===== config.mk =====
export PLATFORM = sky130hd
export DESIGN_NAME = pcm_downmix_box_decimator
export DESIGN_NICKNAME = d
export VERILOG_FILES = /design/src/hdl/pdbd_pkg.sv /design/src/hdl/pdbd_regs.sv /design/src/hdl/pdbd_ctrl.sv /design/src/hdl/pdbd_datapath.sv /design/src/hdl/pcm_downmix_box_decimator.sv
export SDC_FILE = /design/constraint.sdc
export NUM_CORES = 1
export LEC_CHECK = 0
export ABC_CLOCK_PERIOD_IN_PS = 7800
export BUFFER_PORTS_ARGS = -buffer_cell sky130_fd_sc_hd__buf_2
export CORE_MARGIN = 4
export CORE_UTILIZATION = 50
export DETAILED_ROUTE_END_ITERATION = 10
export HOLD_SLACK_MARGIN = 0.12
export MAX_ROUTING_LAYER = met4
export PLACE_DENSITY = 0.66
export SLEW_MARGIN = 40
export SYNTH_ARGS = -nofsm -noshare
export SYNTH_HDL_FRONTEND = slang
export SYNTH_SLANG_ARGS = --single-unit

===== constraint.sdc =====
create_clock -name clk -period 7.8 [get_ports clk]
set_input_delay 0.39 -clock clk [delete_from_list [all_inputs] [get_ports clk]]
set_output_delay 0.39 -clock clk [all_outputs]
set_load 0.01 [all_outputs]

===== src/hdl/pdbd_pkg.sv =====
// Shared types and constants for the PCM downmix box decimator.
// No dependencies; imported by every module of the block.
package pdbd_pkg;

  // Width of one downmixed sample L+R (or 2*L), signed
  localparam int SAMPLE_W = 17;

  localparam logic [1:0] CHANNEL_MONO      = 2'd1;
  localparam logic [1:0] CHANNEL_COUNT_RST = 2'd2;
  localparam logic [4:0] RATIO_RST         = 5'd4;

  // Register index taken from paddr[2]
  typedef enum logic {
    REG_CHANNEL_COUNT    = 1'b0,
    REG_DECIMATION_RATIO = 1'b1
  } pdbd_reg_t;

  typedef enum logic [1:0] {
    ST_IDLE,
    ST_DIVIDE,
    ST_DELIVER
  } pdbd_state_t;

  typedef struct packed {
    logic [1:0] channel_count;
    logic [4:0] decimation_ratio;
    logic       chan_write;
  } pdbd_cfg_t;

  typedef struct packed {
    logic accept;
    logic div_step;
    logic out_load;
  } pdbd_cmd_t;

  typedef struct packed {
    logic group_done;
    logic out_free;
  } pdbd_status_t;

endpackage


===== src/hdl/pdbd_regs.sv =====
// APB register file: channel count and decimation ratio.
// Depends on pdbd_pkg.
module pdbd_regs import pdbd_pkg::*; (
  input  logic        clk,
  input  logic        rst,
  input  logic        psel,
  input  logic        penable,
  input  logic        pwrite,
  input  logic [2:0]  paddr,
  input  logic [31:0] pwdata,
  output logic [31:0] prdata,
  output logic        pready,
  output pdbd_cfg_t   cfg
);

  logic [1:0] channel_count;
  logic [4:0] decimation_ratio;
  logic       wr_en;
  pdbd_reg_t  reg_sel;

  assign reg_sel = pdbd_reg_t'(paddr[2]);
  assign wr_en   = psel && penable && pwrite;
  assign pready  = 1'b1;

  // Write registers on the access phase of a write transaction
  always_ff @(posedge clk) begin
    if (rst) begin
      channel_count    <= CHANNEL_COUNT_RST;
      decimation_ratio <= RATIO_RST;
    end else if (wr_en) begin
      case (reg_sel)
        REG_CHANNEL_COUNT:    channel_count    <= pwdata[1:0];
        REG_DECIMATION_RATIO: decimation_ratio <= pwdata[4:0];
        default:              channel_count    <= channel_count;
      endcase
    end
  end

  // Read back
  always_comb begin
    case (reg_sel)
      REG_CHANNEL_COUNT:    prdata = {30'd0, channel_count};
      REG_DECIMATION_RATIO: prdata = {27'd0, decimation_ratio};
      default:              prdata = 32'd0;
    endcase
  end

  // A channel count write drops any partial frame in the same cycle
  assign cfg.channel_count    = channel_count;
  assign cfg.decimation_ratio = decimation_ratio;
  assign cfg.chan_write       = wr_en && (reg_sel == REG_CHANNEL_COUNT);

endmodule


===== src/hdl/pdbd_ctrl.sv =====
// Controller: sequences byte intake, the divide iterations and result hand-off.
// Depends on pdbd_pkg.
module pdbd_ctrl import pdbd_pkg::*; #(
  parameter int STEPS = 21
) (
  input  logic         clk,
  input  logic         rst,
  input  logic         in_valid,
  output logic         in_ready,
  input  pdbd_status_t status,
  output pdbd_cmd_t    cmd
);

  localparam int SCW = (STEPS > 1) ? $clog2(STEPS) : 1;

  pdbd_state_t    state, state_next;
  logic [SCW-1:0] step_cnt, step_cnt_next;

  // State and step counter
  always_ff @(posedge clk) begin
    if (rst) begin
      state    <= ST_IDLE;
      step_cnt <= '0;
    end else begin
      state    <= state_next;
      step_cnt <= step_cnt_next;
    end
  end

  // Next state and commands
  always_comb begin
    state_next    = state;
    step_cnt_next = step_cnt;
    in_ready      = 1'b0;
    cmd           = '0;
    case (state)
      ST_IDLE: begin
        in_ready   = 1'b1;
        cmd.accept = in_valid;
        if (in_valid && status.group_done) begin
          state_next    = ST_DIVIDE;
          step_cnt_next = SCW'(STEPS - 1);
        end
      end
      ST_DIVIDE: begin
        cmd.div_step = 1'b1;
        if (step_cnt == '0) begin
          state_next = ST_DELIVER;
        end else begin
          step_cnt_next = step_cnt - 1'b1;
        end
      end
      ST_DELIVER: begin
        // hold until the output register is free
        if (status.out_free) begin
          cmd.out_load = 1'b1;
          state_next   = ST_IDLE;
        end
      end
      default: state_next = ST_IDLE;
    endcase
  end

endmodule


===== src/hdl/pdbd_datapath.sv =====
// Datapath: frame assembly, downmix, group accumulation, restoring divider
// and output register. Depends on pdbd_pkg.
module pdbd_datapath import pdbd_pkg::*; #(
  parameter int MAX_RATIO = 16
) (
  input  logic               clk,
  input  logic               rst,
  input  logic [7:0]         data_byte,
  input  logic               packet_good,
  input  logic               packet_end,
  input  pdbd_cfg_t          cfg,
  input  pdbd_cmd_t          cmd,
  output pdbd_status_t       status,
  input  logic               out_ready,
  output logic               out_valid,
  output logic signed [15:0] mono_sample
);

  localparam int CW = $clog2(MAX_RATIO + 1);
  localparam int RW = (CW > 5) ? CW : 5;
  localparam int SW = SAMPLE_W + $clog2(MAX_RATIO);
  localparam int DW = CW + 1;

  logic [23:0]          frame_bytes, frame_bytes_next;
  logic [1:0]           byte_pos, byte_pos_next;
  logic signed [SW-1:0] group_sum, group_sum_next;
  logic [CW-1:0]        group_count, group_count_next;

  logic [DW-1:0]        div_rem;
  logic [SW-1:0]        div_quo;
  logic [DW-1:0]        div_den;
  logic                 div_neg;

  logic                       stereo, frame_last, take_byte;
  logic signed [15:0]         left, right;
  logic signed [SAMPLE_W-1:0] mix;
  logic signed [SW-1:0]       sum_inc;
  logic [SW-1:0]              sum_mag;
  logic [CW-1:0]              count_inc;
  logic [RW-1:0]              ratio_ext, ratio_eff;
  logic                       ratio_zero, group_end;
  logic [DW:0]                trial;
  logic [15:0]                quo_lo, result;

  // Downmix the frame completed by this byte
  assign stereo     = cfg.channel_count != CHANNEL_MONO;
  assign frame_last = stereo ? (byte_pos == 2'd3) : (byte_pos != 2'd0);
  assign left       = stereo ? $signed(frame_bytes[15:0])
                             : $signed({data_byte, frame_bytes[7:0]});
  assign right      = $signed({data_byte, frame_bytes[23:16]});
  assign mix        = stereo ? (SAMPLE_W'(left) + SAMPLE_W'(right))
                             : (SAMPLE_W'(left) <<< 1);

  // Clamp the ratio to the group capacity
  assign ratio_ext  = RW'(cfg.decimation_ratio);
  assign ratio_eff  = (ratio_ext > RW'(MAX_RATIO)) ? RW'(MAX_RATIO) : ratio_ext;
  assign ratio_zero = ratio_eff == '0;

  assign sum_inc    = group_sum + SW'(mix);
  assign sum_mag    = sum_inc[SW-1] ? SW'(-sum_inc) : SW'(sum_inc);
  assign count_inc  = group_count + 1'b1;
  assign group_end  = packet_good && frame_last && !ratio_zero &&
                      (RW'(count_inc) >= ratio_eff);
  assign take_byte  = cmd.accept && packet_good;

  assign status.group_done = group_end;
  assign status.out_free   = !out_valid || out_ready;

  // Frame assembly and group accumulation
  always_comb begin
    frame_bytes_next = frame_bytes;
    byte_pos_next    = byte_pos;
    group_sum_next   = group_sum;
    group_count_next = group_count;
    if (take_byte) begin
      if (frame_last) begin
        frame_bytes_next = '0;
        byte_pos_next    = '0;
        if (ratio_zero || group_end) begin
          group_sum_next   = '0;
          group_count_next = '0;
        end else begin
          group_sum_next   = sum_inc;
          group_count_next = count_inc;
        end
      end else begin
        case (byte_pos)
          2'd0:    frame_bytes_next[7:0]   = data_byte;
          2'd1:    frame_bytes_next[15:8]  = data_byte;
          2'd2:    frame_bytes_next[23:16] = data_byte;
          default: frame_bytes_next        = frame_bytes;
        endcase
        byte_pos_next = byte_pos + 1'b1;
      end
    end
    // drop a partial frame at packet end, even for a bad packet
    if (cmd.accept && packet_end) begin
      frame_bytes_next = '0;
      byte_pos_next    = '0;
    end
    if (cfg.chan_write) begin
      byte_pos_next = '0;
    end
  end

  always_ff @(posedge clk) begin
    if (rst) begin
      frame_bytes <= '0;
      byte_pos    <= '0;
      group_sum   <= '0;
      group_count <= '0;
    end else begin
      frame_bytes <= frame_bytes_next;
      byte_pos    <= byte_pos_next;
      group_sum   <= group_sum_next;
      group_count <= group_count_next;
    end
  end

  // Restoring divider: one quotient bit per step, magnitude only
  assign trial = {div_rem, div_quo[SW-1]};

  always_ff @(posedge clk) begin
    if (take_byte && group_end) begin
      div_rem <= '0;
      div_quo <= sum_mag;
      div_den <= {count_inc, 1'b0};
      div_neg <= sum_inc[SW-1];
    end else if (cmd.div_step) begin
      if (trial >= {1'b0, div_den}) begin
        div_rem <= DW'(trial - {1'b0, div_den});
        div_quo <= {div_quo[SW-2:0], 1'b1};
      end else begin
        div_rem <= trial[DW-1:0];
        div_quo <= {div_quo[SW-2:0], 1'b0};
      end
    end
  end

  // Restore the sign; truncation toward zero falls out of the magnitude divide
  assign quo_lo = div_quo[15:0];
  assign result = div_neg ? (~quo_lo + 16'd1) : quo_lo;

  // Output register: hold the result until the transaction completes
  always_ff @(posedge clk) begin
    if (rst) begin
      out_valid <= 1'b0;
    end else if (cmd.out_load) begin
      out_valid <= 1'b1;
    end else if (out_ready) begin
      out_valid <= 1'b0;
    end
  end

  always_ff @(posedge clk) begin
    if (cmd.out_load) begin
      mono_sample <= $signed(result);
    end
  end

endmodule


===== src/hdl/pcm_downmix_box_decimator.sv =====
// PCM downmix box decimator, top level.
// Input channel: one payload byte per transaction (data_byte, packet_good,
// packet_end) on in_valid/in_ready. Little-endian 16-bit frames are built
// from good bytes, stereo frames averaged to mono, and groups of
// decimation_ratio samples averaged into one Q1.15 mono_sample on
// out_valid/out_ready. Registers sit on an APB port (pready always high).
// Intake: a byte that does not close a group is taken without dropping
// in_ready. A byte that closes a group holds in_ready low while the
// SW = 17 + clog2(MAX_RATIO) steps of the one-bit-per-cycle divider run
// and until the output register is free; the result becomes valid as
// in_ready rises again.
// When the receiver stalls, the result waits in the output register while
// bytes keep flowing; only a further finished group waits for it to drain.
// Reset (synchronous) clears the partial frame, the group and out_valid,
// and sets channel_count to 2 and decimation_ratio to 4.
// Depends on pdbd_pkg, pdbd_regs, pdbd_ctrl and pdbd_datapath.
module pcm_downmix_box_decimator import pdbd_pkg::*; #(
  parameter int MAX_RATIO = 16
) (
  input  logic               clk,
  input  logic               rst,
  input  logic               in_valid,
  output logic               in_ready,
  input  logic [7:0]         data_byte,
  input  logic               packet_good,
  input  logic               packet_end,
  output logic               out_valid,
  input  logic               out_ready,
  output logic signed [15:0] mono_sample,
  input  logic               psel,
  input  logic               penable,
  input  logic               pwrite,
  input  logic [2:0]         paddr,
  input  logic [31:0]        pwdata,
  output logic [31:0]        prdata,
  output logic               pready
);

  localparam int SW = SAMPLE_W + $clog2(MAX_RATIO);

  pdbd_cfg_t    cfg;
  pdbd_cmd_t    cmd;
  pdbd_status_t status;

  pdbd_regs u_regs (
    .clk     (clk),
    .rst     (rst),
    .psel    (psel),
    .penable (penable),
    .pwrite  (pwrite),
    .paddr   (paddr),
    .pwdata  (pwdata),
    .prdata  (prdata),
    .pready  (pready),
    .cfg     (cfg)
  );

  pdbd_ctrl #(
    .STEPS (SW)
  ) u_ctrl (
    .clk      (clk),
    .rst      (rst),
    .in_valid (in_valid),
    .in_ready (in_ready),
    .status   (status),
    .cmd      (cmd)
  );

  pdbd_datapath #(
    .MAX_RATIO (MAX_RATIO)
  ) u_datapath (
    .clk         (clk),
    .rst         (rst),
    .data_byte   (data_byte),
    .packet_good (packet_good),
    .packet_end  (packet_end),
    .cfg         (cfg),
    .cmd         (cmd),
    .status      (status),
    .out_ready   (out_ready),
    .out_valid   (out_valid),
    .mono_sample (mono_sample)
  );

endmodule


# After elaboration in Yosys (flattened, before gate mapping)
# Cells that the tools add are included.
# W data, S select, Z words.
[totals]
ff_bits = 116
wordCells = 106
[classes]
muxes = 32
n_lt_le_gt_ge = 3
bitwise = 2
addsub = 8
eq_ne = 10
reduce_logical = 35
[op_table]
columns = ["op", "count"]
rows = [
  ["$mux W21", 4],
  ["$pmux W32 S2", 1],
  ["$mux W16", 2],
  ["$mux W24", 1],
  ["$mux W8", 3],
  ["$add A21 B17 Y21", 1],
  ["$neg A21 Y21", 1],
  ["$mux W5", 4],
  ["$add A16 B16 Y17", 1],
  ["$mux W17", 1],
  ["$add A16 B1 Y16 const B", 1],
  ["$not A16 Y16", 1],
  ["$reduce_bool A2 Y1", 7],
  ["$reduce_and A2 Y1", 6],
  ["$logic_and A1 B1 Y1", 10],
  ["$logic_not A5 Y1", 2],
  ["$pmux W5 S2", 1],
  ["$mux W1", 9],
  ["$mux W2", 4],
  ["$ge A7 B6 Y1", 1],
  ["$eq A2 B2 Y1 const B", 3],
  ["$mux W6", 1],
  ["$ne A2 B1 Y1 const B", 3],
  ["$pmux W2 S3", 1],
  ["15 further kinds", 21],
]

# Longest topological paths before layout
[depth]
word_depth = 9
depth_mapped = 27
depth_no_buf = 22

# Modules after synthesis
# A second synthesis with hierarchy kept.
[hier_totals]
cells_unflattened = 879
area_unflattened_um2 = 7787.5
[by_module_without_submodules]
columns = ["mod", "seq_area_each_um2", "instances", "cells_each", "area_each_um2"]
rows = [
  ["pdbd_datapath", 2472.4, 1, 767, 6815.3],
  ["pdbd_regs", 140.1, 1, 67, 586.8],
  ["pdbd_ctrl", 140.1, 1, 45, 385.4],
]

# Worst setup path after synthesis
# No wires, ideal clock.
[synth_timing]
path_kind = "register to register"
startpoint = "register u_regs.channel_count[1]"
endpoint = "register u_datapath.div_quo[19], data pin"
stages_incl_launch_ff = 26
slack_ns = 2.706
t_arrival_ns = 4.832
t_required_ns = 7.538
cell_sequence = "dfxtp_1 nand2b_1 buf_4 clkbuf_1 nand2_1 nand2_1 ha_1 clkbuf_1 nand2_1 a2111oi_4 or3_1 a21oi_1 o21ai_0 a21oi_1 xor2_1 o21ai_0 ha_1 clkbuf_1 o21ai_0 or2_2 a221oi_1 o211ai_1 or2_2 nor4_4 mux2i_1 nand3_1"
[synth_via]
elab_chain_len = 8
[synth_lines]
columns = ["element", "line", "source"]
rows = [
  ["start: declaration", "pdbd_regs.sv:16", "logic [1:0] channel_count;"],
  ["start signal: assignment", "pdbd_regs.sv:32", "REG_CHANNEL_COUNT: channel_count <= pwdata[1:0];"],
  ["start signal: assignment", "pdbd_regs.sv:34", "default: channel_count <= channel_count;"],
  ["$ne A2 B1 Y1 (*)", "pdbd_datapath.sv:46", "assign stereo = cfg.channel_count != CHANNEL_MONO;"],
  ["$mux W16", "pdbd_datapath.sv:48", "assign left = stereo ? $signed(frame_bytes[15:0])"],
  ["$add A16 B16 Y17", "pdbd_datapath.sv:51", "assign mix = stereo ? (SAMPLE_W'(left) + SAMPLE_W'(right))"],
  ["$mux W17", "pdbd_datapath.sv:51", ""],
  ["$add A21 B17 Y21", "pdbd_datapath.sv:59", "assign sum_inc = group_sum + SW'(mix);"],
  ["$neg A21 Y21", "pdbd_datapath.sv:60", "assign sum_mag = sum_inc[SW-1] ? SW'(-sum_inc) : SW'(sum_inc);"],
  ["$mux W21", "pdbd_datapath.sv:60", ""],
  ["$mux W21 (*)", "pdbd_datapath.sv:124", "if (take_byte && group_end) begin"],
  ["end signal: assignment", "pdbd_datapath.sv:126", "div_quo <= sum_mag;"],
  ["end signal: assignment", "pdbd_datapath.sv:132", "div_quo <= {div_quo[SW-2:0], 1'b1};"],
  ["end signal: assignment", "pdbd_datapath.sv:135", "div_quo <= {div_quo[SW-2:0], 1'b0};"],
  ["end: declaration", "pdbd_datapath.sv:30", "logic [SW-1:0] div_quo;"],
]
# Every way passes the cells marked *; elsewhere a longest branch is shown, timed or not.
# A chain may end at the register's enable or synchronous reset.

# Final worst setup path
[layout_timing]
startpoint = "register u_regs.channel_count[0]"
endpoint = "register u_datapath.div_quo[9], data pin"
[layout_rtl]
columns = ["element", "line", "source"]
rows = [
  ["$ne A2 B1 Y1 (*)", "pdbd_datapath.sv:46", ""],
  ["$mux W16", "pdbd_datapath.sv:48", ""],
  ["$add A16 B16 Y17", "pdbd_datapath.sv:51", ""],
  ["$mux W17 (*)", "pdbd_datapath.sv:51", ""],
  ["$add A21 B17 Y21 (*)", "pdbd_datapath.sv:59", ""],
  ["net u_datapath.sum_inc[20]", "pdbd_datapath.sv:37", "logic signed [SW-1:0] sum_inc;"],
  ["$mux W21 (*)", "pdbd_datapath.sv:60", ""],
  ["$mux W21 (*)", "pdbd_datapath.sv:124", ""],
]
# The timed path passes the listed nets; every way through them passes the cells marked *.

==> metrics.log <==
INFO  metric status = finished clean
INFO  metric seq_area = 2750 um2
INFO  metric share_of_async_settable_or_async_resettable_flops_after_synthesis = 0%
INFO  metric ys_dominant_reg_cell = sky130_fd_sc_hd__dfxtp_1
INFO  metric post_route_non_filler_standard_cell_count = 1241
INFO  metric antenna_cells_inserted = 0
INFO  metric ctsHtreeMaxLevel = 4
INFO  metric finalCriticalPeriod = roughly 6 ns
INFO  metric synth-seq-area-share = between 30% and 40%
INFO  metric place.detailed.instances = between 1000 and 1500
INFO  metric worst_ep_required_time = a little over 8 ns
INFO  metric antenna_found_initial = 0
INFO  metric finish.net_count = about 1100
INFO  metric count_of_state_elements_after_synthesis = approximately 120
INFO  metric drt_wl_total = between 15000 and 20000 um
INFO  metric combined_area_of_the_multi_input_logic_cells = approximately 5000 um2
INFO  metric hold_path.class = input port to register
INFO  metric cellLeakagePower = between 3 and 4 nW
INFO  metric drt-vias-per-instance = 5.53
INFO  metric area_delta_synth_final = 9.62%
INFO  metric fillCellCount = around 1500
INFO  metric synth.avg_cell_area = 8.43 um2
INFO  metric grt_util_all_layers = roughly a fifth
INFO  metric placement.io_buffers = between 40 and 50
INFO  metric synth-edff-count = 43
INFO  metric number_of_global_route_vias_before_repair = around 6300
INFO  metric drv_cap = 0
INFO  metric power.density = about 160 nW/um2
INFO  metric netlist_area = 8290 um2
INFO  metric clock_skew = 0.00609 ns
INFO  metric floorplan.initialDensity = ~52%
INFO  metric hpwlAfterDp = 13600 um
INFO  metric netlist-cell-type-count = between 80 and 90
INFO  metric dr.first_iter.drc_count = 387
INFO  metric postLayoutCoreUtil = between 50 and 60%
INFO  metric finalHoldViolCount = 0
INFO  metric final-setup-viol-count = 0
INFO  metric post-cts-setup-buffer-count = 0
INFO  metric tritoncts.num_buffers = 17
INFO  metric worstSetupStartpointType = register
INFO  metric cts_tree = done
INFO  metric max_slew.worst_pin.slew = roughly 0.73 ns
INFO  metric relSlewSlack = 51.2%
INFO  metric clock-root-buffer = sky130_fd_sc_hd__clkbuf_16
INFO  metric post_detailed_route_drc_marker_count = 0
INFO  metric cts.hold.buffers_added = 0
INFO  metric critical_path.max_fanout = 27
INFO  metric largest_net_degree_at_the_start_of_global_routing = between 40 and 50
INFO  metric totalNegativeSetupSlack = 0 ns
INFO  metric leading_cell_type_in_the_layout_fill_and_taps_excluded = sky130_fd_sc_hd__nor2_1
INFO  metric proportion_of_layout_cells_with_a_drive_suffix_above_1 = approximately an eighth
INFO  metric ctsResizeCount = 0
INFO  metric timing_worst_setup_path_type = register to register
INFO  metric boundaryPins = 103
INFO  metric drt-wirelength-per-cell = 14.6 um
INFO  metric die_width = 137 um
INFO  metric max_freq = about 160 MHz
INFO  metric clk_transition_reported_paths = 0.05 ns
INFO  metric overflow = 0
INFO  metric clock_sink_count = approximately 120
INFO  metric synth.yosys.warnings = 0
INFO  metric num_rows = 46
INFO  metric die_h = between 100 and 150 um
INFO  metric vias = between 6000 and 7000
INFO  metric grt_pass1_wl = roughly 30000 um
INFO  metric final_min_period_over_clock_period = ~80%
INFO  metric rsz_0062_raised_after_global_routing = no
INFO  metric layout_common_cells = sky130_fd_sc_hd__nor2_1 (109), sky130_fd_sc_hd__nand2_1 (96), sky130_fd_sc_hd__dfxtp_1 (73), sky130_fd_sc_hd__a21oi_1 (61), sky130_fd_sc_hd__ha_1 (58)
INFO  metric syn_inst = between 900 and 1000
INFO  metric fp.coreArea = around 16000 um2
INFO  metric antenna_left = 0
INFO  metric vdd.ir_drop.worst = approximately 0.00014 V
INFO  metric number_of_optimization_iterations_in_the_first_detailed_route_pass = 5
INFO  metric critical_path_arrival = ~6.3 ns
INFO  metric worstSetupEndpointType = register
INFO  metric slew_viol_final = 0
INFO  metric finalWeightedCongestion = 0.879
INFO  metric clock_latency_on_the_worst_skew_pair = about 0.42 ns
INFO  metric cts_max_path_buffers = 2
INFO  metric fp.dieArea = 18700 um2
## logic make-up after synthesis
logic type | after synthesis | share of synthesized area, %
simple gates | 370 | 22.3
fa+ha+maj | 61 | 9.47
buf+inv | 117 | 6.94
compound gates | 261 | 21.8
other cells | 2 | 0.0905
flops | 116 | 33.2
xor+xnor | 45 | 4.75
mux | 12 | 1.48
## cell usage after synthesis, types with 5 or more instances
cell type / number / share of area [%]
sky130_fd_sc_hd__nor2_1: 109 / 4.9
sky130_fd_sc_hd__nand2_1: 98 / 4.4
sky130_fd_sc_hd__dfxtp_1: 73 / 18
sky130_fd_sc_hd__a21oi_1: 61 / 3.7
sky130_fd_sc_hd__ha_1: 58 / 8.7
sky130_fd_sc_hd__inv_1: 47 / 2.1
sky130_fd_sc_hd__a22oi_1: 43 / 3.9
sky130_fd_sc_hd__edfxtp_1: 43 / 16
sky130_fd_sc_hd__o21ai_0: 40 / 2.4
sky130_fd_sc_hd__buf_4: 31 / 2.8
sky130_fd_sc_hd__xnor2_1: 30 / 3.2
sky130_fd_sc_hd__clkbuf_1: 29 / 1.3
sky130_fd_sc_hd__nor3_1: 27 / 1.6
sky130_fd_sc_hd__nand3_1: 26 / 1.6
sky130_fd_sc_hd__a21o_1: 23 / 2.1
sky130_fd_sc_hd__or3_1: 19 / 1.4
sky130_fd_sc_hd__xor2_1: 15 / 1.6
sky130_fd_sc_hd__o211ai_1: 13 / 1.2
sky130_fd_sc_hd__nand2b_1: 12 / 0.91
sky130_fd_sc_hd__a31oi_1: 11 / 0.83
sky130_fd_sc_hd__or4_1: 11 / 1.0
sky130_fd_sc_hd__and3_1: 10 / 0.75
sky130_fd_sc_hd__mux2i_1: 10 / 1.2
sky130_fd_sc_hd__nor2b_1: 10 / 0.75
sky130_fd_sc_hd__and2_1: 8 / 0.60
sky130_fd_sc_hd__or2_2: 7 / 0.53
sky130_fd_sc_hd__a211oi_1: 6 / 0.54
sky130_fd_sc_hd__a211o_1: 5 / 0.53
sky130_fd_sc_hd__nand4_1: 5 / 0.38
sky130_fd_sc_hd__nor4_1: 5 / 0.38
sky130_fd_sc_hd__o31ai_1: 5 / 0.45
## worst max-delay path, cell delays in order, from the launching register on
cell                       delay, ns
sky130_fd_sc_hd__dfxtp_1        0.38
sky130_fd_sc_hd__nor2b_1        0.55
sky130_fd_sc_hd__nand2_1        0.15
sky130_fd_sc_hd__nand2_1        0.11
sky130_fd_sc_hd__ha_1           0.24
sky130_fd_sc_hd__nand2_1        0.20
sky130_fd_sc_hd__nor2_1         0.07
sky130_fd_sc_hd__and3_1         0.22
sky130_fd_sc_hd__or3_1          0.38
sky130_fd_sc_hd__a21oi_1        0.20
sky130_fd_sc_hd__xor2_1         0.09
sky130_fd_sc_hd__o21ai_0        0.30
sky130_fd_sc_hd__ha_1           0.33
sky130_fd_sc_hd__a21oi_1        0.29
sky130_fd_sc_hd__nand2_1        0.17
sky130_fd_sc_hd__nor2_1         0.15
sky130_fd_sc_hd__a21oi_2        0.09
sky130_fd_sc_hd__o211ai_1       0.24
sky130_fd_sc_hd__nor3b_2        0.45
sky130_fd_sc_hd__or2_1          0.65
sky130_fd_sc_hd__inv_2          0.22
sky130_fd_sc_hd__a21o_1         0.22
sky130_fd_sc_hd__a31oi_1        0.17
## worst paths after layout
kind                            slack, ns                       from                        end  depth (start not counted)
worst max-delay path                 1.73    u_regs.channel_count[0]      u_datapath.div_quo[9]                         22
worst min-delay path                 0.21                  pwdata[1]    u_regs.channel_count[1]                          2
worst max register to register       1.73    u_regs.channel_count[0]      u_datapath.div_quo[9]                         22
worst min register to register       0.47  u_datapath.frame_bytes[6]  u_datapath.frame_bytes[6]                          2
## area by class of cell
cell class                 count  share of cell area [%]
clock buffer                  21                    4.95
clock inverter                11                   0.963
inverter                      49                    2.02
multi-input combinational    777                    55.8
sequential                   116                    30.3
tap                          216                    2.97
timing repair buffer          51                    3.00
## registers in the layout (all words and copies together) (netlist names)
| name | cells |
|---|---|
| u_datapath.out_valid | 1 |
| u_regs.channel_count | 2 |
| u_datapath.mono_sample | 16 |
| u_datapath.byte_pos | 2 |
| u_datapath.div_quo | 21 |
| u_ctrl.step_cnt | 5 |
| u_ctrl.state | 2 |
| u_datapath.div_den | 5 |
| u_datapath.group_count | 5 |
| u_datapath.div_rem | 6 |
| u_datapath.group_sum | 21 |
| u_regs.decimation_ratio | 5 |
| u_datapath.frame_bytes | 24 |
| u_datapath.div_neg | 1 |
## routing by layer
layer / share of wire (%) / global-route usage, % / vias to the layer above
li1: - / - / 3583
met1: 48 / 27.3 / 3140
met2: 47 / 32.9 / 125
met3: 4.2 / 3.35 / 18
met4: 1.1 / 5.93 / 0
met5: 0 / - / -
## through the flow
step / hold WS (ns) / instance area, um2 / worst slack, ns / total power, W
2_1_floorplan: 0.445 / 8390 / 2.71 / 0.000752
3_3_place_gp: 0.457 / 8550 / 1.90 / 0.000772
3_5_place_dp: 0.467 / 8550 / 1.82 / 0.000773
4_1_cts: 0.192 / 9090 / 1.68 / 0.00149
5_1_grt: 0.210 / 9090 / 1.11 / 0.00154
6_report: 0.205 / 9090 / 1.73 / 0.00148
## power breakdown
group          total, W  internal, W  switching (W)
logic          0.000132    0.0000474      0.0000849
registers      0.000630     0.000627     0.00000304
clock network  0.000714     0.000441       0.000274
total           0.00148      0.00112       0.000362
No activity file was read; power rests on OpenSTA's default activity.
